$ cat src/rbfsa_pkg.sv
// ----------------------------------------------------------------------------
// rbfsa_pkg
// Shared types, field widths and codes of the block allocator.
// ----------------------------------------------------------------------------
package rbfsa_pkg;

  localparam int POOL_BLOCKS_DFLT = 4096;
  localparam int POOL_SIZE_W      = 13;
  localparam int POOL_SIZE_RST    = 4096;
  localparam int CMD_W            = 3;
  localparam int COUNT_W          = 13;
  localparam int BLOCK_W          = 12;
  localparam int STATUS_W         = 3;
  localparam int QUEUE_DEPTH      = 2;

  // command codes
  localparam logic [CMD_W-1:0] CMD_QUERY     = 3'd0;
  localparam logic [CMD_W-1:0] CMD_RESERVE   = 3'd1;
  localparam logic [CMD_W-1:0] CMD_UNRESERVE = 3'd2;
  localparam logic [CMD_W-1:0] CMD_ALLOC     = 3'd3;
  localparam logic [CMD_W-1:0] CMD_FREE      = 3'd4;

  // status codes
  localparam logic [STATUS_W-1:0] ST_OK          = 3'd0;
  localparam logic [STATUS_W-1:0] ST_NOT_ENOUGH  = 3'd1;
  localparam logic [STATUS_W-1:0] ST_UNRES_LARGE = 3'd2;
  localparam logic [STATUS_W-1:0] ST_NO_RES      = 3'd3;
  localparam logic [STATUS_W-1:0] ST_BAD_ID      = 3'd4;
  localparam logic [STATUS_W-1:0] ST_DOUBLE_FREE = 3'd5;

  // classified operation
  typedef enum logic [4:0] {
    OP_QUERY     = 5'b00001,
    OP_RESERVE   = 5'b00010,
    OP_UNRESERVE = 5'b00100,
    OP_ALLOC     = 5'b01000,
    OP_FREE      = 5'b10000
  } op_t;

  typedef struct packed {
    logic [CMD_W-1:0]   command;
    logic [COUNT_W-1:0] count;
    logic [BLOCK_W-1:0] block_in;
  } in_t;

  typedef struct packed {
    logic [STATUS_W-1:0] status;
    logic                can_reserve;
    logic [BLOCK_W-1:0]  block_out;
    logic [BLOCK_W-1:0]  free_count;
    logic [BLOCK_W-1:0]  reserved_count;
  } out_t;

  typedef struct packed {
    op_t                op;
    logic [COUNT_W-1:0] count;
    logic [BLOCK_W-1:0] block_in;
    logic               id_bad;
  } cmdq_t;

endpackage

$ cat src/rbfsa_fifo.sv
// ----------------------------------------------------------------------------
// rbfsa_fifo
// Small register queue used between front and back and at the result side.
// ----------------------------------------------------------------------------
module rbfsa_fifo #(
  parameter int WIDTH = 8,
  parameter int DEPTH = 2,
  localparam int AW   = $clog2(DEPTH),
  localparam int CW   = $clog2(DEPTH + 1)
) (
  input  logic             clk,
  input  logic             rst_n,
  input  logic             push,
  input  logic [WIDTH-1:0] wdata,
  output logic             full,
  input  logic             pop,
  output logic [WIDTH-1:0] rdata,
  output logic             empty
);

  logic [WIDTH-1:0] slot_r [DEPTH];
  logic [AW-1:0]    wr_ptr_r, wr_ptr_nxt;
  logic [AW-1:0]    rd_ptr_r, rd_ptr_nxt;
  logic [CW-1:0]    cnt_r, cnt_nxt;
  logic             do_push, do_pop;

  assign full    = (cnt_r == CW'(DEPTH));
  assign empty   = (cnt_r == '0);
  assign do_push = push && !full;
  assign do_pop  = pop && !empty;
  assign rdata   = slot_r[rd_ptr_r];

  // advance pointers with wrap
  always_comb begin
    wr_ptr_nxt = wr_ptr_r;
    rd_ptr_nxt = rd_ptr_r;
    cnt_nxt    = cnt_r;
    if (do_push) begin
      wr_ptr_nxt = (wr_ptr_r == AW'(DEPTH - 1)) ? '0 : wr_ptr_r + AW'(1);
    end
    if (do_pop) begin
      rd_ptr_nxt = (rd_ptr_r == AW'(DEPTH - 1)) ? '0 : rd_ptr_r + AW'(1);
    end
    if (do_push && !do_pop) begin
      cnt_nxt = cnt_r + CW'(1);
    end else if (do_pop && !do_push) begin
      cnt_nxt = cnt_r - CW'(1);
    end
  end

  always_ff @(posedge clk) begin
    if (!rst_n) begin
      wr_ptr_r <= '0;
      rd_ptr_r <= '0;
      cnt_r    <= '0;
    end else begin
      wr_ptr_r <= wr_ptr_nxt;
      rd_ptr_r <= rd_ptr_nxt;
      cnt_r    <= cnt_nxt;
    end
  end

  // store payload
  always_ff @(posedge clk) begin
    if (do_push) begin
      slot_r[wr_ptr_r] <= wdata;
    end
  end

endmodule

$ cat src/rbfsa_front.sv
// ----------------------------------------------------------------------------
// rbfsa_front
// Accepts commands, classifies them and checks the block id range, then
// queues them for the execution back end.
// ----------------------------------------------------------------------------
module rbfsa_front import rbfsa_pkg::*; #(
  parameter int POOL_BLOCKS = POOL_BLOCKS_DFLT,
  localparam int CNT_W      = $clog2(POOL_BLOCKS + 1),
  localparam int IDC_W      = (CNT_W > BLOCK_W) ? CNT_W : BLOCK_W
) (
  input  logic             clk,
  input  logic             rst_n,
  input  logic             push,
  output logic             full,
  input  in_t              in_data,
  input  logic [CNT_W-1:0] pool_n,
  output logic             q_valid,
  input  logic             q_pop,
  output cmdq_t            q_entry
);

  cmdq_t entry;
  logic  q_empty;

  // decode command into operation kind; unknown codes behave as a query
  always_comb begin
    unique case (in_data.command)
      CMD_RESERVE:   entry.op = OP_RESERVE;
      CMD_UNRESERVE: entry.op = OP_UNRESERVE;
      CMD_ALLOC:     entry.op = OP_ALLOC;
      CMD_FREE:      entry.op = OP_FREE;
      default:       entry.op = OP_QUERY;
    endcase
    entry.count    = in_data.count;
    entry.block_in = in_data.block_in;
    // block zero and ids beyond the pool are rejected
    entry.id_bad   = (in_data.block_in == '0) ||
                     (IDC_W'(in_data.block_in) >= IDC_W'(pool_n));
  end

  rbfsa_fifo #(
    .WIDTH ($bits(cmdq_t)),
    .DEPTH (QUEUE_DEPTH)
  ) u_cmd_q (
    .clk   (clk),
    .rst_n (rst_n),
    .push  (push),
    .wdata (entry),
    .full  (full),
    .pop   (q_pop),
    .rdata (q_entry),
    .empty (q_empty)
  );

  assign q_valid = !q_empty;

endmodule

$ cat config.mk
export PLATFORM = sky130hd
export DESIGN_NAME = rbfsa_front
export DESIGN_NICKNAME = d
export VERILOG_FILES = /design/src/rbfsa_pkg.sv /design/src/rbfsa_fifo.sv /design/src/rbfsa_front.sv
export SDC_FILE = /design/constraint.sdc
export NUM_CORES = 1
export LEC_CHECK = 0
export BUFFER_PORTS_ARGS = -buffer_cell sky130_fd_sc_hd__buf_2
export CORE_ASPECT_RATIO = 0.7
export CORE_MARGIN = 1.5
export CORE_UTILIZATION = 52
export DETAILED_ROUTE_END_ITERATION = 6
export MAX_ROUTING_LAYER = met4
export PLACE_DENSITY = 0.83
export RECOVER_POWER = 25
export SKIP_LAST_GASP = 1
export SLEW_MARGIN = 40
export SYNTH_ARGS = -nofsm -noshare
export SYNTH_HDL_FRONTEND = slang
export SYNTH_SLANG_ARGS = --single-unit
$ cat constraint.sdc
create_clock -name clk -period 3.2 [get_ports clk]
set_input_delay 0.96 -clock clk [delete_from_list [all_inputs] [get_ports clk]]
set_output_delay 0.96 -clock clk [all_outputs]
set_load 0.02 [all_outputs]
After elaboration in Yosys (flattened, before gate mapping)

Memory sizes are Yosys's and may differ from the RTL's. A register that Yosys moved wholly into a read port is not among the register bits.
Cells that the tools add are included.

$add $sub $neg: 4
Multipliers: 0
Divide/modulo/power cells: 0
$lt $le $gt $ge: 1
Equal/unequal tests: 5
Shift-type cells: 0
Muxes and demuxes: 9
Bitwise logic cells: 0
Reductions and logical operators: 12

Operators by type and width:

| operator                                          | number |
|---|---|
| one-hot mux 5 bit (4 select lines)                | 1 |
| greater-or-equal comparator 12 x 13 -> 1 bit      | 1 |
| zero test 12 bit                                  | 1 |
| == test 3 x 2 -> 1 bit (second input constant)    | 2 |
| two-way mux 1 bit                                 | 6 |
| logical AND 1 bit                                 | 4 |
| zero test 1 bit                                   | 4 |
| two-way mux 2 bit                                 | 2 |
| == test 3 x 1 -> 1 bit (second input constant)    | 1 |
| == test 3 bit (second input constant)             | 1 |
| adder 1 bit (second input constant)               | 2 |
| adder 2 x 1 -> 2 bit (second input constant)      | 1 |
| == test 2 bit (second input constant)             | 1 |
| zero test 2 bit                                   | 1 |
| nonzero test 2 bit                                | 1 |
| subtractor 2 x 1 -> 2 bit (second input constant) | 1 |
| logical OR 1 bit                                  | 1 |

Register bits after elaboration: 4
Bits in latches: 0
Bits in writable memories: 62
Bits in read-only memories: 0
Output and inout bits: 33
Logic and storage cells: 35
Memories: 1

Memory list:

| memory         | depth | width | rd ports | clocked after Yosys merged registers in | wr ports | line             | source |
|---|---|---|---|---|---|---|---|
| u_cmd_q.slot_r | 2     | 31    | 1        | 1                                       | 1        | rbfsa_fifo.sv:21 | `logic [WIDTH-1:0] slot_r [DEPTH];` |

Depth between registers and ports, before layout

Gate-level depths: netlist of the first run.

Word-level depth: 7
Mapped depth: 7

Hierarchy

Synthesis of the first run repeated with hierarchy kept, for this count alone.

Cell total of the unflattened synthesis: 173
Area total of the unflattened synthesis: 2,824.0 um^2

By module, submodules not included:

| module      | times used | cells an instance | area an instance (um^2) | seq. area each (um^2) |
|---|---|---|---|---|
| rbfsa_fifo  | 1          | 121               | 2,459.9                 | 1,961.9 |
| rbfsa_front | 1          | 52                | 364.1                   | 0.0 |

Least setup slack after synthesis of the first run

No wires, ideal clock.

Kind: input port to flip-flop
From: input push
To: memory u_cmd_q.slot_r[0][0] (netlist name), enable pin
Arrival: 2.362 ns
Data required time: 2.781 ns
Path slack: 0.419 ns
Cell stages on the path: 2
Path buffers: 0
Path through: nand2_1 -> nor2_1

Cells in the longest elaborated chain, start to end: 3

Ends and longest elaborated chain:

| element                                 | line              | source |
|---|---|---|
| from (decl)                             | rbfsa_front.sv:13 | `input logic push,` |
| logical AND 1 bit                       | rbfsa_fifo.sv:29  | `assign do_push = push && !full;` |
| two-way mux 1 bit                       | rbfsa_fifo.sv:65  | `if (do_push) begin` |
| two-way mux 1 bit (implied by the code) | rbfsa_fifo.sv:66  | `slot_r[wr_ptr_r] <= wdata;` |
| to (decl)                               | rbfsa_fifo.sv:21  |  |

Every way passes these cells.

==> key figures, run 1 <==
Die
  – Core ar.: 5230 um2
  – Die Wd: 91.0 um
  – Die ar.: 5880 um2
  – Number of top-level pins: 78
  – Die height: 64.6 um
  – Initial standard-cell utilization of the core: 53.9%
  – Number of placement rows: 22

Synthesis
  – Async S/R FF share, synth: 0%
  – Combined area of all synthesized cells: 2820 um2
  – Number of storage elements in the synthesis netlist: 67
  – EDFF count, synth: 62
  – Syn Nets: 230
  – Instance count of the mapped netlist: 172
  – Cell taking the most area after synthesis: edfxtp_1
  – Sequential fraction of the synthesis area: a little over two thirds
  – Post-synth top flop: edfxtp_1
  – Avg Cell Area, Syn: 16.4 um2
  – Distinct cell type count after synthesis: 29
  – Synthesis warning total: 0
  – Area contributors post-synth: edfxtp_1, mux2_2, ha_1, dfxtp_1, inv_1
  – Proportion of netlist area held by the largest area contributor: 66.0%

Final layout
  – NumNets Final: 320
  – Non-filler instance count after layout: 338
  – Layout overhead on the synthesized area: 23.3%
  – Commonest non-fill, non-tap cell in the layout: edfxtp_1
  – Share of final-layout standard cells stronger than drive strength 1: 41.4%
  – Count of antenna diodes in the layout: 0
  – Most used cells in the layout excluding fill and tap cells: edfxtp_1, buf_2, mux2_2
  – Area occupied by registers: 1960 um2
  – Multi-input gate area in the final layout: 798 um2
  – Number of filler instances in the final layout: between 300 and 400

Drt
  – Detailed-route vias per instance: 5.03
  – Avg WL per Cell: ~15 um
  – Detailed-router iteration count before antenna repair: 4
  – Aggregate routed wire length: 5110 um
  – Number of nets still failing antenna checks after routing: 0
  – Via count: between 1,500 and 2,000
  – Initial DRC Count: 59
  – Total DRC errors in the routed layout: 0

Clocking
  – Clock sink count: 67
  – # H-tree levels: 3
  – Clock transition time at the flip-flop clock pins of the worst setup and hold paths: 0.07 ns
  – Clock root cell: clkbuf_8
  – Total setup buffers inserted after CTS: 0
  – Number of hold buffers added after CTS: 0
  – Cts bufs inserted: 9
  – Largest buffer count on any clock path: 2
  – Resized Gates After CTS: 0
  – Clock tree from TritonCTS: yes
  – Worst-skew pair later-pin latency: 0.33 ns

Place
  – Detail Placement HPWL: 3630 um
  – Number of buffers added on ports: 77
  – Pre-CTS WS: 0.909 ns
  – Cell Count Post-Placement: 323
  – Global placement routability congestion: 0.930

Critical path
  – Element type at the critical path start: register
  – Data required time of the worst path: approximately 2.2 ns
  – Maximum fanout count along the critical path: 16
  – Signal arrival time at the worst endpoint: approximately 1.5 ns
  – Worst Path Class, Setup: register to primary output
  – CP endpoint kind: primary output

Pwr
  – Leakage Power: 1.39 nW
  – Total Power Consumption: approximately 0.0026 W
  – Power Dens Cells: 754 nW/um2
  – Largest vdd supply drop: around 0.32 mV

Global routing
  – First-pass GRT wire length: 8180 um
  – Vias in the first global route: 1,656
  – Antenna violations before repair: 0
  – Largest net degree at the start of global routing: 25
  – Total GRT Usage: 19.7%
  – Overflow left after global routing: 0

Timing
  – Final count of negative-setup-slack endpoints: 0
  – Total count of max-transition violations in the final report: 0
  – Fmax: slightly above 400 MHz
  – Clk_skew: around 0.0069 ns
  – Slew margin rel.: 73.6%
  – Min Clock Period, post-route: 2.41 ns
  – Tcrit/Tclk final: 75.2%
  – Hold Violations, Final: 0
  – Final worst slack: 0.794 ns
  – Setup repair after global routing missed its margin: false
  – Slew @ Worst Pin: 0.391 ns
  – Final TNS setup: 0 ns

Status
  – Result of the run: finished clean

Flow run
  – Count of max-cap constraint violations: 0

Min path
  – HP Class: register to register
-- final timing paths --
path                                                    start                               to  slack [ns]  cells past startpoint
worst min-delay path            u_cmd_q.cnt_r[1]$_SDFFE_PN0P_    u_cmd_q.cnt_r[1]$_SDFFE_PN0P_        0.52                      2
worst max-delay path                                 register                       q_entry[0]        0.79                      3
worst max register to register  u_cmd_q.cnt_r[0]$_SDFFE_PN0P_  u_cmd_q.slot_r[0][24]$_DFFE_PP_        1.52                      4
worst min register to register  u_cmd_q.cnt_r[1]$_SDFFE_PN0P_    u_cmd_q.cnt_r[1]$_SDFFE_PN0P_        0.52                      2
-- per-stage QoR --
step / hold slack (ns) / util (%) / cell area (um2)
floorplan: 0.471 / - / 2820
global placement: 0.492 / 63.6 / 3330
detailed placement: 0.498 / 63.6 / 3330
CTS: 0.510 / 66.9 / 3500
global route: 0.562 / 66.5 / 3480
finish: 0.515 / 66.5 / 3480
-- metal layers --
layer | track usage (%) | share of wire (%) | up-vias | wire, um
li1 | - | - | 831 | -
met1 | 24.6 | 45 | 817 | 2290
met2 | 30.7 | 50 | 49 | 2560
met3 | 6.22 | 4.7 | 3 | 242
met4 | 7.03 | 0.45 | 0 | 23
met5 | - | 0 | - | 0
-- cells in the mapped netlist, drive strengths merged (2+ instances only) --
cell and instances:
a21oi 5, a31oi 2, and2 5, buf 3, dfxtp 5, edfxtp 62, ha 13, inv 14
mux2 31, nand2 4, nand2b 2, nor2 2, nor3b 2, nor4 3, o21ai 3, xnor2 3
xor2 2
-- logic make-up after synthesis --
kind of cell / after synthesis / share of synthesized area, %
simple gates: 26 / 5.64
buf+inv: 17 / 2.40
mux: 31 / 12.4
fa+ha+maj: 13 / 5.77
xor+xnor: 5 / 1.55
compound gates: 13 / 2.71
flops: 67 / 69.6
-- area by class of cell --
type,instances,share of cell area [%]
clock inverters,4,1.22
well taps,72,2.59
inverters,14,1.51
multi-input cells,88,22.9
clock buffers,11,3.78
repair buffers,82,11.5
flip-flops and latches,67,56.4
-- power breakdown --
part           internal, W  switching [W]
Sequential         0.00112      0.0000439
Combinational     0.000344       0.000481
Clock             0.000350       0.000281
-- flip-flops by register name (all words and copies together), names as in the netlist, named ones only --
register	count
u_cmd_q.cnt_r	2
u_cmd_q.rd_ptr_r	1
u_cmd_q.wr_ptr_r	1
u_cmd_q.slot_r	62
-- worst max-delay path, stage by stage, from the launching register on --
cell     delay [ns]
dfxtp_1        0.33
buf_4          0.24
mux2_2         0.38
buf_2          0.16
Note: power is estimated with default switching activity, not from simulation.
==> inputs of run 2 (changes only) <==
--- a/config.mk
+++ b/config.mk
@@ -5,6 +5,7 @@
 export SDC_FILE = /design/constraint.sdc
 export NUM_CORES = 1
 export LEC_CHECK = 0
+export ABC_AREA = 1
 export BUFFER_PORTS_ARGS = -buffer_cell sky130_fd_sc_hd__buf_2
 export CORE_ASPECT_RATIO = 0.7
 export CORE_MARGIN = 1.5
==> constraint.sdc (replaced) <==
create_clock -name clk -period 2.5 [get_ports clk]
set_input_delay 0.75 -clock clk [delete_from_list [all_inputs] [get_ports clk]]
set_output_delay 0.75 -clock clk [all_outputs]
set_load 0.02 [all_outputs]
==> run 2 against run 1 <==
  * Clock power grew 16%
  * Wire length grew 3.2%
  * Clock-buffer cell count grew 5
  * Cell count grew 12%
  * Design area grew 2.8%
  * Critical path type unchanged
  * Critical endpoint is now q_entry[22]
==> key figures, run 2 <==
Status
  – Result of the run: finished clean

Clocking
  – Number of hold buffers added after CTS: 0
  – Clock root cell: clkbuf_8
  – Clock tree from TritonCTS: yes
  – Largest buffer count on any clock path: 2
  – Resized Gates After CTS: 0
  – Total setup buffers inserted after CTS: 0
  – Cts bufs inserted: 9
  – Worst-skew pair later-pin latency: 0.33 ns
  – Clock transition time at the flip-flop clock pins of the worst setup and hold paths: 0.06 ns
  – # H-tree levels: 3
  – Clock sink count: 67

Timing
  – Slew margin rel.: 77.8%
  – Tcrit/Tclk final: 87.7%
  – Total count of max-transition violations in the final report: 0
  – Min Clock Period, post-route: 2.19 ns
  – Hold Violations, Final: 0
  – Setup repair after global routing missed its margin: false
  – Tightest hold margin: 0.500 ns
  – Final TNS setup: 0 ns
  – Slew @ Worst Pin: 0.332 ns
  – Fmax: 456 MHz
  – Final count of negative-setup-slack endpoints: 0
  – Final worst slack: 0.307 ns
  – Clk_skew: 0.00388 ns

Place
  – Total cell area at the placement stage: approximately 3400 um2
  – Number of buffers added on ports: between 70 and 80
  – Cell Count Post-Placement: 361
  – Pre-CTS WS: approximately 0.52 ns
  – Global placement routability congestion: 0.771
  – Detail Placement HPWL: 3840 um

Final layout
  – Largest registers: u_cmd_q.slot_r (62), u_cmd_q.cnt_r (2)
  – Share of final-layout standard cells stronger than drive strength 1: 37.4%
  – Layout overhead on the synthesized area: 22.6%
  – Number of flip-flops in the largest register: 62
  – NumNets Final: about 360
  – Non-filler instance count after layout: 377
  – Number of filler instances in the final layout: 407
  – Commonest non-fill, non-tap cell in the layout: buf_2
  – Most used cells in the layout excluding fill and tap cells: buf_2, edfxtp_1, mux2_2
  – Final Cell Area: 3570 um2
  – Count of antenna diodes in the layout: 0
  – Biggest register: u_cmd_q.slot_r

Global routing
  – First-pass GRT wire length: ~8800 um
  – Total GRT Usage: 20.4%
  – Overflow left after global routing: 0
  – Vias in the first global route: about 1,900
  – Antenna violations before repair: 0
  – Largest net degree at the start of global routing: 24

Drt
  – Total DRC errors in the routed layout: 0
  – Detailed-route vias per instance: 4.99
  – Detailed-router iteration count before antenna repair: 4
  – Number of nets still failing antenna checks after routing: 0
  – Via count: 1,880
  – Avg WL per Cell: 14.0 um
  – Initial DRC Count: 57
  – Aggregate routed wire length: 5270 um

Critical path
  – Setup slack of the worst register-to-register path: 0.89 ns
  – CP endpoint kind: primary output
  – Element type at the critical path start: register
  – Maximum fanout count along the critical path: 17
  – Signal arrival time at the worst endpoint: 1.44 ns
  – Worst Path Class, Setup: register to primary output
  – Data required time of the worst path: 1.75 ns

Die
  – Core ar.: approximately 5300 um2
  – Die Wd: 92.5 um
  – Die ar.: 6070 um2
  – Number of placement rows: 22
  – Initial standard-cell utilization of the core: 54.9%
  – Die height: 65.6 um
  – Number of top-level pins: 78

Synthesis
  – Avg Cell Area, Syn: 13.8 um2
  – Syn Nets: 269
  – Share of synthesized area spent on multiplexers: 12.0%
  – Sequential fraction of the synthesis area: 67.3%
  – Combinational family with the most area after synthesis: multiplexers
  – Top cells by instance count after synthesis: edfxtp_1, mux2_2, inv_1
  – Proportion of netlist area held by the largest area contributor: 63.9%
  – Synthesis warning total: 0
  – Most common cell in the synthesized netlist: edfxtp_1
  – Cell taking the most area after synthesis: edfxtp_1
  – Distinct cell type count after synthesis: 18
  – Area contributors post-synth: edfxtp_1, mux2_2, ha_1, inv_1, dfxtp_1
  – Post-synth top flop: edfxtp_1
  – EDFF count, synth: 62
  – Complex-gate fraction of the synthesized area: between 2 and 3%
  – Post-synthesis xor/xnor area fraction: 0%
  – Adder and majority gate portion of the synthesized area: between 5 and 6%
  – Instance count of the mapped netlist: about 210
  – Simple logic cell fraction of the synthesized area: between 7 and 8%
  – Number of storage elements in the synthesis netlist: 67
  – Combined area of all synthesized cells: 2920 um2
  – Async S/R FF share, synth: 0%

Min path
  – HP Class: register to register

Pwr
  – Largest vdd supply drop: 0.511 mV
  – Leakage Power: approximately 1.5 nW
  – Power Dens Cells: between 800 and 900 nW/um2

Flow run
  – Count of max-cap constraint violations: 0
-- run 2: worst max-delay path, stage by stage, from the launching register on --
cell     delay [ns]
dfxtp_1        0.33
buf_4          0.25
mux2_2         0.37
buf_2          0.16
-- run 2: power by group --
group | internal [W] | switching (W)
Sequential | 0.00142 | 0.0000430
Combinational | 0.000374 | 0.000588
Clock | 0.000390 | 0.000340
Total | 0.00218 | 0.000972
-- run 2: kinds of logic (layout without fill, tap and decap cells) --
logic type      Yosys count  after routing
fa+ha+maj                13             13
buf+inv                  32            126
mux                      31             31
simple gates             54             54
flops                    67             67
compound gates           14             14
-- run 2: per-stage QoR --
step | total power (W) | util, %
after floorplan | 0.00213 | -
after global placement | 0.00242 | 64.6
after detailed placement | 0.00246 | 64.6
after CTS | 0.00320 | 67.6
after global routing | 0.00333 | 67.3
final | 0.00316 | 67.3
-- run 2: area by class of cell --
class                   count  area, um2  area share [%]
flip-flops and latches     67       1960            54.9
multi-input cells         112        830            23.2
well taps                  72       90.1            2.52
repair buffers             81        424            11.9
inverters                  29        109            3.05
clock buffers              16        160            4.48
-- run 2: worst paths after layout --
check / startpoint / endpoint / depth (start not counted)
max: register / q_entry[22] / 3
min: u_cmd_q.rd_ptr_r$_SDFFE_PN0P_ / register / 2
max reg2reg: u_cmd_q.cnt_r[1]$_SDFFE_PN0P_ / u_cmd_q.cnt_r[1]$_SDFFE_PN0P_ / 8
min reg2reg: u_cmd_q.rd_ptr_r$_SDFFE_PN0P_ / register / 2
-- run 2: metal layers --
metal,track usage (%),routed length (um),share of wire [%],vias to the layer above
li1,-,-,-,922
met1,21.5,2190,41,874
met2,35.2,2610,49,80
met3,8.33,435,8.2,4
met4,6.54,44,0.83,0
met5,-,0,0,-
