[src/rbfsa_fifo.sv]
// ----------------------------------------------------------------------------
// rbfsa_fifo
// Small register queue used between front and back and at the result side.
// ----------------------------------------------------------------------------
module rbfsa_fifo #(
  parameter int WIDTH = 8,
  parameter int DEPTH = 2,
  localparam int AW   = $clog2(DEPTH),
  localparam int CW   = $clog2(DEPTH + 1)
) (
  input  logic             clk,
  input  logic             rst_n,
  input  logic             push,
  input  logic [WIDTH-1:0] wdata,
  output logic             full,
  input  logic             pop,
  output logic [WIDTH-1:0] rdata,
  output logic             empty
);

  logic [WIDTH-1:0] slot_r [DEPTH];
  logic [AW-1:0]    wr_ptr_r, wr_ptr_nxt;
  logic [AW-1:0]    rd_ptr_r, rd_ptr_nxt;
  logic [CW-1:0]    cnt_r, cnt_nxt;
  logic             do_push, do_pop;

  assign full    = (cnt_r == CW'(DEPTH));
  assign empty   = (cnt_r == '0);
  assign do_push = push && !full;
  assign do_pop  = pop && !empty;
  assign rdata   = slot_r[rd_ptr_r];

  // advance pointers with wrap
  always_comb begin
    wr_ptr_nxt = wr_ptr_r;
    rd_ptr_nxt = rd_ptr_r;
    cnt_nxt    = cnt_r;
    if (do_push) begin
      wr_ptr_nxt = (wr_ptr_r == AW'(DEPTH - 1)) ? '0 : wr_ptr_r + AW'(1);
    end
    if (do_pop) begin
      rd_ptr_nxt = (rd_ptr_r == AW'(DEPTH - 1)) ? '0 : rd_ptr_r + AW'(1);
    end
    if (do_push && !do_pop) begin
      cnt_nxt = cnt_r + CW'(1);
    end else if (do_pop && !do_push) begin
      cnt_nxt = cnt_r - CW'(1);
    end
  end

  always_ff @(posedge clk) begin
    if (!rst_n) begin
      wr_ptr_r <= '0;
      rd_ptr_r <= '0;
      cnt_r    <= '0;
    end else begin
      wr_ptr_r <= wr_ptr_nxt;
      rd_ptr_r <= rd_ptr_nxt;
      cnt_r    <= cnt_nxt;
    end
  end

  // store payload
  always_ff @(posedge clk) begin
    if (do_push) begin
      slot_r[wr_ptr_r] <= wdata;
    end
  end

endmodule

[config.mk]
export PLATFORM = sky130hd
export DESIGN_NAME = rbfsa_fifo
export DESIGN_NICKNAME = d
export VERILOG_FILES = /design/src/rbfsa_fifo.sv
export SDC_FILE = /design/constraint.sdc
export NUM_CORES = 1
export LEC_CHECK = 0
export BUFFER_PORTS_ARGS = -buffer_cell sky130_fd_sc_hd__buf_2
export CORE_ASPECT_RATIO = 1.1
export CORE_MARGIN = 3
export CORE_UTILIZATION = 44
export DETAILED_ROUTE_END_ITERATION = 8
export PLACE_DENSITY = 0.69
export SLEW_MARGIN = 20
export SYNTH_ARGS = -nofsm -noshare
export SYNTH_HDL_FRONTEND = slang
export SYNTH_SLANG_ARGS = --single-unit
[constraint.sdc]
create_clock -name clk -period 1.8 [get_ports clk]
set_input_delay 0.09 -clock clk [delete_from_list [all_inputs] [get_ports clk]]
set_output_delay 0.09 -clock clk [all_outputs]
set_load 0.05 [all_outputs]
After elaboration in Yosys (flattened, before gate mapping)

Memory sizes are Yosys's and may differ from the RTL's. A register that Yosys moved wholly into a read port is not among the register bits.
Cells that the tools add are included.

Multiply operators: 0
Magnitude comparators: 0
$add $sub $neg: 4
Reduce and logical (&&, ||, !) cells: 10
Div/mod/pow operators: 0
Shift operators: 0
Bitwise gates (word level): 0
Eq/ne operators: 1
Mux-type cells: 8

Operator list:

| kind                  | count |
|---|---|
| $mux W1               | 6 |
| $logic_and A1 B1 Y1   | 4 |
| $logic_not A1 Y1      | 4 |
| $mux W2               | 2 |
| $add A1 B1 Y1 const B | 2 |
| $add A2 B1 Y2 const B | 1 |
| $eq A2 B2 Y1 const B  | 1 |
| $logic_not A2 Y1      | 1 |
| $reduce_bool A2 Y1    | 1 |
| $sub A2 B1 Y2 const B | 1 |

Memories kept: 1
RAM bits: 16
Bits of input ports: 12
Bits in read-only memories: 0
Word-level logic and storage cells: 27
Latch bits: 0
Register bits: 4
Output and inout bits: 10

Memory list:

| memory | words | width | rd ports | clocked after memory_dff | write ports | RTL line | text |
|---|---|---|---|---|---|---|---|
| slot_r | 2     | 8     | 1        | 1                        | 1           | 21       | `logic [WIDTH-1:0] slot_r [DEPTH];` |

Longest topological paths before layout

Gate-level depths: netlist of run 1.

Depth in word-level cells: 7
Gate-level depth with buffers: 7
Depth with buffers taken out: 7

Least setup slack after synthesis of run 1

No wires, ideal clock.

Kind: register to register
From: register cnt_r[0]
To: register cnt_r[1]
Path buffers: 0
Data required time: 1730 ps
Clock period less this slack: 1629 ps
Path slack: 171 ps
Data arrival time: 1559 ps
Setup time: 70 ps
Cell stages (with the launch flop): 7
Path through: dfxtp_1 nand2b_1 inv_2 nor2_1 ha_1 or3_1 a21boi_1

Word-level cells in the longest chain between the ends: 6
Elaborated cells on any way between the ends: 15
Those cells by class: add/sub: 2; eq/ne: 1; mux: 2; reduce/logical: 10

Ends and longest elaborated chain:

| element                      | RTL line | text |
|---|---|---|
| start: declaration           | 24       | `logic [CW-1:0] cnt_r, cnt_nxt;` |
| start signal: assignment     | 59       | `cnt_r <= cnt_nxt;` |
| $eq A2 B2 Y1 (*)             | 27       | `assign full = (cnt_r == CW'(DEPTH));` |
| named net full               | 15       | `output logic full,` |
| $logic_not A1 Y1 (*)         | 29       | `assign do_push = push && !full;` |
| $logic_and A1 B1 Y1 (*)      | 29       |  |
| $logic_not A1 Y1             | 46       | `end else if (do_pop && !do_push) begin` |
| $logic_and A1 B1 Y1          | 46       |  |
| $reduce_bool A2 Y1 (no line) | --       |  |

Mark *: on every way through the listed nets, which the timed path passes. The rest lies on a longest branch. The select of a mux whose other input is x is not followed.
A chain may end at the register's enable or synchronous reset.

Worst setup path in the final report of run 1

From: register cnt_r[0]
To: register cnt_r[1]

Word-level cells in the longest chain between the ends: 6
Elaborated cells on any way between the ends: 15
Those cells by class: add/sub: 2; eq/ne: 1; mux: 2; reduce/logical: 10

Ends and longest elaborated chain:

| element                                                 | RTL line |
|---|---|
| $eq A2 B2 Y1 or $logic_not A2 Y1 (tied branches)        | 27, 28 |
| $logic_not A1 Y1, on equally long branches              | 29, 30 |
| $logic_and A1 B1 Y1, on equally long branches           | 29, 30 |
| $logic_not A1 Y1, on equally long branches              | 46, 44 |
| $logic_and A1 B1 Y1, on equally long branches           | 46, 44 |
| $reduce_bool A2 Y1 (no line) or $mux W2 (tied branches) | -- |

Several ways; a longest one is shown, not always the timed one. The select of a mux whose other input is x is not followed.

==> impl_metrics.env, run 1 <==
export IMPL_status="completed"
export IMPL_ys_ff_latch=21
export IMPL_criticalPathCategory="flip-flop to flip-flop"
export IMPL_drv_cap=0
export IMPL_min_period_ps=1616
export IMPL_clkSlewWorstSetupHoldPaths_ps=100
export IMPL_layout_commonest_cell="buf_2"
export IMPL_fill_cells=143
export IMPL_crit_chain="nand2b_1 -> inv_2 -> nor2_1 -> ha_1 -> or3_1 -> a21boi_1"
export IMPL_finalCritPeriodShare=0.8976
export IMPL_tns_ps=0
export IMPL_clock_sinks=21
export IMPL_crit_fanout=5
export IMPL_fin_skew_ps=0.6109
export IMPL_power_density_nw_per_um2=1511
export IMPL_die_x_um=46.90
export IMPL_numCtsBuffers=3
export IMPL_drt_pass1_iter_count=2
export IMPL_syn_num_nets=63
export IMPL_report_final_slew_viol_count=0
export IMPL_grt_pass1_wl_um=2070
export IMPL_nNetsFinal=97
export IMPL_dp_cells=88
export IMPL_clock_latency_ps=290
export IMPL_numPortBuffers=21
export IMPL_ys_warn_count=0
export IMPL_drive_above_1_share=0.4217
export IMPL_grt_usage=0.1260
export IMPL_whs_ps=53.39
export IMPL_worstReg2RegStart="cnt_r[0]$_SDFFE_PN0P_"
export IMPL_clk_path_buf_depth=2
export IMPL_htree_levels=1
export IMPL_totalWireLength_um=1300
export IMPL_dieArea_um2=2391
export IMPL_cts_root_buf="clkbuf_4"
export IMPL_drt_iter0_drc=9
export IMPL_cts_tree="built"
export IMPL_critical_path_arrival_ps=1840
export IMPL_peakVddDrop_uv=1037
export IMPL_dp_hpwl_um=927.2
export IMPL_syn_area_um2=809.5
export IMPL_initial_core_util=0.4902
export IMPL_power_leakage_nw=0.4174
export IMPL_netlist_instances=50
export IMPL_avgViaCountPerCell=4.970
export IMPL_worstHoldStart="rst_n"
export IMPL_maxSlewHeadroom=0.7514
export IMPL_wl_met3_um=65
export IMPL_row_count=15
export IMPL_setup_viol=0
export IMPL_final_cells=100
export IMPL_drc=0
export IMPL_post_cts_repair_setup_buffers=0
export IMPL_rsz0062_at_grt="no"
export IMPL_io_pins=22
export IMPL_grt_max_degree=12
export IMPL_critical_path_max_stage_delay_ps=420
export IMPL_final_cell_mix="buf_2, edfxtp_1, mux2_2, dlygate4sd3_1, dfxtp_1"
export IMPL_crit_slowest_cell="dfxtp_1"
export IMPL_gp_congestion=0.6492
export IMPL_hold_viol_final=0
export IMPL_synthDistinctLibCells=20
export IMPL_tightest_slew_ps=372.8
export IMPL_dieHeight_um=50.99
export IMPL_ys_seq_area_frac=0.7172
export IMPL_design_core_area_um2=1652
export IMPL_num_vias=497
export IMPL_num_antenna_cells=0
export IMPL_holdCritPathClass="input port to flip-flop"
export IMPL_startpoint_type="flip-flop"
export IMPL_required_ps=2030
export IMPL_antenna_found_initial=0
export IMPL_worst_setup_path_end_kind="flip-flop"
export IMPL_post_cts_resized=0
export IMPL_critPathLaunch="cnt_r[0]$_SDFFE_PN0P_"
export IMPL_wl_met1_um=497
export IMPL_drt_antenna_violating_nets=0
export IMPL_overflow=0
export IMPL_synth_avg_cell_area_um2=16.19
export IMPL_synthToLayoutAreaGrowth_pct=29.06
export IMPL_clock_fmax_mhz=618.9
export IMPL_highest_layer="met4"
export IMPL_grt_pass1_vias=515
export IMPL_wl_per_cell_um=13.00
export IMPL_route_met2_wl_um=722
[sequential cells by signal (all words and copies together), names as in the netlist, named ones only]
signal    flops
rd_ptr_r      1
slot_r       16
cnt_r         2
wr_ptr_r      1
[critical path, delay by kind of cell, from the launching register on]
family | cells | cell delay, ps
compound gates | 1 | 150
flops | 1 | 420
buf+inv | 1 | 60
simple gates | 3 | 650
fa+ha+maj | 1 | 270
[stage by stage]
stage	power (mW)	worst slack, ps	instance area, um^2	utilization
6_report	1.578	184.2	1045	0.6326
5_1_grt	1.670	62.54	1045	0.6326
4_1_cts	1.599	160.9	1045	0.6326
3_5_place_dp	1.369	188.6	938.4	0.5682
3_3_place_gp	1.350	315.0	938.4	0.5682
2_1_floorplan	1.222	170.8	809.5	-
[power breakdown]
group	total (mW)	switching, mW	internal, mW	leakage [nW]
clock	0.213	0.127	0.0861	0.0150
sequential	0.684	0.0654	0.618	0.191
combinational	0.682	0.452	0.230	0.212
total	1.58	0.644	0.934	0.417
[routing by layer]
| layer | global-route usage | vias to the layer above |
|---|---|---|
| met4 | 0.09217 | 0 |
| met3 | 0.02465 | 2 |
| li1 | - | 250 |
| met2 | 0.2104 | 13 |
| met5 | 0 | - |
| met1 | 0.1333 | 232 |
[Yosys cell counts]
cell type,number,share of area
inv_2,1,0.0046
a21boi_0,1,0.0093
o21a_1,1,0.0093
and3_1,1,0.0077
buf_2,1,0.0062
edfxtp_1,16,0.59
or3_1,1,0.0077
and2_1,3,0.023
mux2_2,8,0.11
nand2b_1,1,0.0077
o21ai_0,1,0.0062
a21boi_1,1,0.0093
inv_1,1,0.0046
ha_1,1,0.015
xor2_1,1,0.011
dfxtp_1,5,0.12
nor2_1,2,0.0093
nor3_2,1,0.012
o21ai_1,1,0.0062
xnor2_1,2,0.022
[area by class of cell]
cell class	count	area, um^2	share of cell area
repair buffers	30	192.7	0.1844
well taps	17	21.27	0.02036
multi-input cells	26	216.5	0.2072
inverters	2	7.507	0.007186
flip-flops and latches	21	580.6	0.5557
clock buffers	4	26.28	0.02515
[final timing paths]
kind                                         endpoint  slack (ps)  depth (start not counted)
worst max register to register  cnt_r[1]$_SDFFE_PN0P_         180                          6
worst min-delay path                        flip-flop          50                          2
worst max-delay path            cnt_r[1]$_SDFFE_PN0P_         180                          6
worst min register to register  cnt_r[1]$_SDFFE_PN0P_         540                          2
[repair_timing]
item,in CTS,in global routing
setup endpoints to repair,0,0
hold buffers,8,0
hold endpoints to repair,16,0
[kinds of logic (layout without fill, tap and decap cells)]
| kind of cell | Yosys count | count (layout) | synth area share |
|---|---|---|---|
| DFF | 21 | 21 | 0.7172 |
| and+or+nand+nor | 9 | 9 | 0.06803 |
| muxes | 8 | 8 | 0.1113 |
| AOI/OAI and AO/OA | 5 | 5 | 0.04018 |
| xor gates and xnor gates | 3 | 3 | 0.03246 |
| buffers and inverters | 3 | 36 | 0.01544 |
| adders and majority gates | 1 | 1 | 0.01545 |
Power figures use the tool's default switching activity.
==> inputs of run 2 (changes only) <==
PLACE_DENSITY = 0.79   (was 0.69)
TNS_END_PERCENT = 5   (was default)
clock period = 1.9 ns   (was 1.8 ns; I/O delays follow)
==> run 2 against run 1 <==
Compared with the run above: combinational power is 5.9% lower; flip-flop and latch count stayed put; power decreased by 5.6%; fmax is 2.5% higher; final area is 0.12% higher; setup slack better by 140 ps; via count down 3.2%; first-iteration DRC count down 44%; critical path type unchanged; critical endpoint unchanged.
==> impl_metrics.env, run 2 (synthesis gave the netlist of run 1 again) <==
export IMPL_status="completed"
export IMPL_dieHeight_um=50.99
export IMPL_holdCritPathClass="input port to flip-flop"
export IMPL_rsz0062_at_grt="no"
export IMPL_top_regs="slot_r: 16 flops, cnt_r: 2 flops"
export IMPL_finalCritPeriodShare=0.8293
export IMPL_post_cts_resized=0
export IMPL_whs_ps=55.65
export IMPL_dp_cells=88
export IMPL_drt_antenna_violating_nets=0
export IMPL_num_vias=481
export IMPL_numCtsBuffers=3
export IMPL_dieArea_um2=2391
export IMPL_peakVddDrop_uv=937.1
export IMPL_cts_root_buf="clkbuf_4"
export IMPL_power_mw=1.491
export IMPL_synthToLayoutAreaGrowth_pct=29.21
export IMPL_tightest_slew_ps=383.8
export IMPL_tns_ps=0
export IMPL_io_pins=22
export IMPL_drt_pass1_iter_count=4
export IMPL_min_period_ps=1576
export IMPL_initial_core_util=0.4902
export IMPL_setup_viol=0
export IMPL_wl_per_cell_um=12.85
export IMPL_totalWireLength_um=1285
export IMPL_final_cells=100
export IMPL_fin_skew_ps=4.137
export IMPL_criticalPathCategory="flip-flop to flip-flop"
export IMPL_drive_above_1_share=0.4337
export IMPL_grt_pass1_vias=486
export IMPL_num_antenna_cells=0
export IMPL_max_flop_register="slot_r"
export IMPL_clock_fmax_mhz=634.7
export IMPL_grt_usage=0.1193
export IMPL_final_cell_mix="buf_2, edfxtp_1, mux2_2, dlygate4sd3_1, dfxtp_1"
export IMPL_clock_sinks=21
export IMPL_design_core_area_um2=1652
export IMPL_required_ps=2130
export IMPL_numPortBuffers=21
export IMPL_antenna_found_initial=0
export IMPL_crit_fanout=5
export IMPL_drv_cap=0
export IMPL_fill_cells=137
export IMPL_overflow=0
export IMPL_wl_met3_um=77
export IMPL_report_final_slew_viol_count=0
export IMPL_grt_max_degree=13
export IMPL_nNetsFinal=97
export IMPL_gp_congestion=0.6687
export IMPL_startpoint_type="flip-flop"
export IMPL_die_x_um=46.90
export IMPL_clkSlewWorstSetupHoldPaths_ps=110
export IMPL_hold_viol_final=0
export IMPL_htree_levels=1
export IMPL_largest_reg_flops=16
export IMPL_cts_tree="built"
export IMPL_clock_latency_ps=290
export IMPL_layout_commonest_cell="buf_2"
export IMPL_power_density_nw_per_um2=1425
export IMPL_place_ws_ps=328.5
export IMPL_row_count=15
export IMPL_fin_ws_ps=324.3
export IMPL_worst_setup_path_end_kind="flip-flop"
export IMPL_final_util=0.6333
export IMPL_power_leakage_nw=0.4201
export IMPL_grt_pass1_wl_um=2014
export IMPL_avgViaCountPerCell=4.810
export IMPL_maxSlewHeadroom=0.7441
export IMPL_postPlaceCellArea_um2=938.4
export IMPL_highest_layer="met4"
export IMPL_stdcell_area_um2=1046
export IMPL_drc=0
export IMPL_route_met2_wl_um=637
export IMPL_drt_iter0_drc=5
export IMPL_clk_path_buf_depth=2
export IMPL_critical_path_arrival_ps=1810
export IMPL_wl_met1_um=552
run 2: changes by cell type in the layout (fill, tap and decap cells not counted):
cell / before / now
clkbuf_1: 1 / 0
clkinv_2: 0 / 1
run 2: worst max-delay path: stages, from the launching register on:
cell and delay (ps):
dfxtp_1 430, nand2b_1 180, inv_2 60, nor2_1 90, ha_1 260, or3_1 350
a21boi_1 140
run 2: path summary, 6_finish.rpt:
check	startpoint	to	slack, ps	depth (start not counted)
hold reg to reg	cnt_r[1]$_SDFFE_PN0P_	cnt_r[1]$_SDFFE_PN0P_	530	2
hold / removal	rst_n	wr_ptr_r$_SDFFE_PN0N_	60	2
setup / recovery	cnt_r[0]$_SDFFE_PN0P_	cnt_r[1]$_SDFFE_PN0P_	320	6
setup reg to reg	cnt_r[0]$_SDFFE_PN0P_	cnt_r[1]$_SDFFE_PN0P_	320	6
run 2: final cells by class:
cell class | instances | area, um^2 | area share
Timing Repair Buffer | 30 | 192.7 | 0.1842
Multi-Input combinational cell | 26 | 216.5 | 0.2069
Inverter | 2 | 7.507 | 0.007177
Tap cell | 17 | 21.27 | 0.02033
Clock inverter | 1 | 5.005 | 0.004785
Clock buffer | 3 | 22.52 | 0.02153
Sequential cell | 21 | 580.6 | 0.5550
run 2: power breakdown:
group / switching [mW] / internal (mW) / total (mW) / leakage (nW)
Sequential: 0.0588 / 0.586 / 0.644 / 0.191
Combinational: 0.425 / 0.218 / 0.642 / 0.212
Clock: 0.126 / 0.0782 / 0.204 / 0.0177
Total: 0.609 / 0.882 / 1.49 / 0.420
run 2: timing repair:
action	in CTS	in global routing
setup endpoints to repair	0	0
buffers inserted	0	0
hold buffers	8	0
endpoints found under the hold margin	16	0
run 2: metal layers:
metal / track usage / up-vias
met1: 0.1390 / 216
met3: 0.03169 / 2
met2: 0.1968 / 17
met5: 0 / -
met4: 0.05530 / 0
li1: - / 246
==> inputs of run 3 (changes only) <==
ABC_AREA = 1   (was default)
PLACE_DENSITY = 0.81   (was 0.79)
clock period = 1.4 ns   (was 1.9 ns; I/O delays follow)
==> run 3 against run 2 <==
Compared with the run above: count of clock-buffer cells in the layout rose by 1; final area rose by 5.6%; non-clock buffer count rose by 2; flip-flop and latch count did not move; setup slack got worse by 250 ps; critical path depth fell by 4; area after synthesis rose by 1.7%; critical endpoint is now rdata[3]; clock skew rose by 4.2 ps; synthesized cell count rose by 26%; die area rose by 1.5%.
==> impl_metrics.env, run 3 <==
export IMPL_hold_depth=3
export IMPL_io_pins=22
export IMPL_startpoint_type="flip-flop"
export IMPL_fin_skew_ps=8.319
export IMPL_htree_levels=1
export IMPL_max_flop_register="slot_r"
export IMPL_peakVddDrop_uv=1090
export IMPL_final_cell_mix="buf_2, edfxtp_1, nor2_1"
export IMPL_p_clk_frac=0.131
export IMPL_final_cells=115
export IMPL_drt_antenna_violating_nets=0
export IMPL_grt_usage=0.1284
export IMPL_dp_hpwl_um=975.1
export IMPL_cts_root_buf="clkbuf_4"
export IMPL_netlist_instances=63
export IMPL_avgViaCountPerCell=5.009
export IMPL_criticalPathCategory="flip-flop to output port"
export IMPL_synth_edf_count=16
export IMPL_overflow=0
export IMPL_initial_core_util=0.4929
export IMPL_crit_reg2reg_capture="cnt_r[1]$_SDFFE_PN0P_"
export IMPL_required_ps=1330
export IMPL_worstHoldStart="rst_n"
export IMPL_report_final_slew_viol_count=0
export IMPL_clk_path_buf_depth=2
export IMPL_synth_area_top_cells="edfxtp_1, dfxtp_1, mux2_2"
export IMPL_wl_per_cell_um=12.23
export IMPL_worstReg2RegStart="cnt_r[1]$_SDFFE_PN0P_"
export IMPL_status="completed"
export IMPL_setup_viol=0
export IMPL_dp_cells=103
export IMPL_fin_ws_ps=72.24
export IMPL_drt_iter0_drc=1
export IMPL_critical_path_arrival_ps=1260
export IMPL_synth_avg_cell_area_um2=13.07
export IMPL_num_antenna_cells=0
export IMPL_cts_tree="built"
export IMPL_postPlaceCellArea_um2=974.7
export IMPL_drive_above_1_share=0.4490
export IMPL_holdCritPathClass="input port to flip-flop"
export IMPL_whs_ps=26.98
export IMPL_power_density_nw_per_um2=1877
export IMPL_ys_warn_count=0
export IMPL_row_count=15
export IMPL_nNetsFinal=112
export IMPL_clock_sinks=21
export IMPL_min_period_ps=1328
export IMPL_worst_setup_path_end_kind="output port"
export IMPL_numPortBuffers=21
export IMPL_ys_ff_latch=21
export IMPL_largest_reg_flops=16
export IMPL_dieHeight_um=51.37
export IMPL_yosysTopAreaCell="edfxtp_1"
export IMPL_gp_congestion=0.6671
export IMPL_finalCritPeriodShare=0.9484
export IMPL_post_cts_repair_setup_buffers=0
export IMPL_r2r_setup_slack_ps=110
export IMPL_antenna_found_initial=0
export IMPL_syn_area_um2=823.3
export IMPL_num_vias=576
export IMPL_totalWireLength_um=1406
export IMPL_grt_pass1_vias=563
export IMPL_synth_ff_type="edfxtp_1"
export IMPL_swShare=0.4123
export IMPL_ys_top_cells_by_count="edfxtp_1, nor2_1, inv_1, mux2_2, nand2_1"
export IMPL_clock_latency_ps=290
export IMPL_hold_viol_final=0
export IMPL_tightest_slew_ps=252.6
export IMPL_clock_fmax_mhz=753.1
export IMPL_synth_top_cell_area_share=0.5836
export IMPL_netSwitchingPower_mw=0.8552
export IMPL_numCtsBuffers=3
export IMPL_post_synth_top_count_cell="edfxtp_1"
export IMPL_drc=0
export IMPL_synthArstFlopShare=0
export IMPL_pwr_share_seq=0.435
export IMPL_maxSlewHeadroom=0.8328
export IMPL_design_core_area_um2=1670
export IMPL_ys_seq_area_frac=0.7052
export IMPL_crit_fanout=8
export IMPL_clkSlewWorstSetupHoldPaths_ps=110
export IMPL_top_regs="slot_r: 16 flops, cnt_r: 2 flops"
export IMPL_grt_max_degree=12
export IMPL_layout_commonest_cell="buf_2"
export IMPL_stdcell_area_um2=1105
export IMPL_grt_pass1_wl_um=2173
export IMPL_rsz0062_at_grt="no"
export IMPL_min_to="cnt_r[1]$_SDFFE_PN0P_"
export IMPL_place_ws_ps=-28.90
export IMPL_drt_pass1_iter_count=3
export IMPL_die_x_um=47.25
export IMPL_dieArea_um2=2427
export IMPL_drv_cap=0
export IMPL_synthDistinctLibCells=15
export IMPL_reg2regPathDepth=9
export IMPL_synthToLayoutAreaGrowth_pct=34.19
export IMPL_combPwrFrac=0.434
export IMPL_final_util=0.6614
export IMPL_power_leakage_nw=0.4594
export IMPL_syn_num_nets=76
export IMPL_power_internal_mw=1.219
run 3: cell count changes in the layout (fill, tap and decap cells not counted), moves of 2 or more:
cell	before	now
nand2_1	0	6
dfxtp_4	0	3
and2_1	3	0
buf_4	1	3
inv_1	1	7
xnor2_1	2	0
nor2_1	2	9
dfxtp_1	5	2
run 3: what timing repair did:
| action | CTS | global route |
|---|---|---|
| hold endpoints to repair | 16 | 0 |
| resized for setup | 4 | 4 |
| cloned | 0 | 0 |
| pin swaps | 0 | 0 |
| setup endpoints to repair | 9 | 2 |
| hold buffers | 8 | 0 |
run 3: stage by stage:
| step | total power, mW | setup TNS (ps) |
|---|---|---|
| floorplan | 1.549 | 0 |
| global placement | 1.713 | 0 |
| detailed placement | 1.747 | -28.90 |
| CTS | 2.048 | 0 |
| global route | 2.201 | 0 |
| finish | 2.074 | 0 |
run 3: cells by family (layout without fill, tap and decap cells):
kind of cell / after synthesis / count (layout) / share of synthesized area
AO/OA/AOI/OAI: 4 / 4 / 0.02887
buffers and inverters: 10 / 45 / 0.04710
multiplexers: 8 / 8 / 0.1094
adder cells (fa/ha/maj): 1 / 1 / 0.01520
flip-flops: 21 / 21 / 0.7052
AND/OR/NAND/NOR: 19 / 19 / 0.09423
run 3: how the worst max path moves through the flow:
stage | to | slack, ps
after detailed placement | cnt_r[1]$_SDFFE_PN0P_ | -30
after CTS | cnt_r[1]$_SDFFE_PN0P_ | 20
after global placement | cnt_r[1]$_SDFFE_PN0P_ | 50
final | rdata[3] | 70
after global routing | rdata[4] | 10
after floorplan | cnt_r[1]$_SDFFE_PN0P_ | 20
run 3: critical path, cell delays in order (launching register included):
cell     delay (ps)
dfxtp_4         420
mux2_2          340
buf_2           210
run 3: final cells by class:
class | count | area, um^2
Inverter | 9 | 33.78
Multi-Input combinational cell | 32 | 224.0
Timing Repair Buffer | 32 | 207.7
Sequential cell | 21 | 591.8
Clock buffer | 4 | 26.28
Tap cell | 17 | 21.27
Fill cell | 120 | 565.5
run 3: power by group through the flow:
| stage | registers, mW | clock network (mW) | logic (mW) |
|---|---|---|---|
| after floorplan | 0.862 | 0 | 0.688 |
| after CTS | 0.895 | 0.283 | 0.870 |
| after detailed placement | 0.898 | 0 | 0.849 |
| final | 0.902 | 0.271 | 0.901 |
| after global placement | 0.891 | 0 | 0.822 |
| after global routing | 0.918 | 0.303 | 0.980 |
run 3: metal layers:
metal | up-vias | part of all wire | global-route usage | wire (um)
li1 | 283 | - | - | -
met1 | 267 | 0.40 | 0.1156 | 558
met2 | 20 | 0.52 | 0.2366 | 730
met3 | 6 | 0.058 | 0.03873 | 81
met4 | 0 | 0.025 | 0.06912 | 35
met5 | - | 0 | 0 | 0
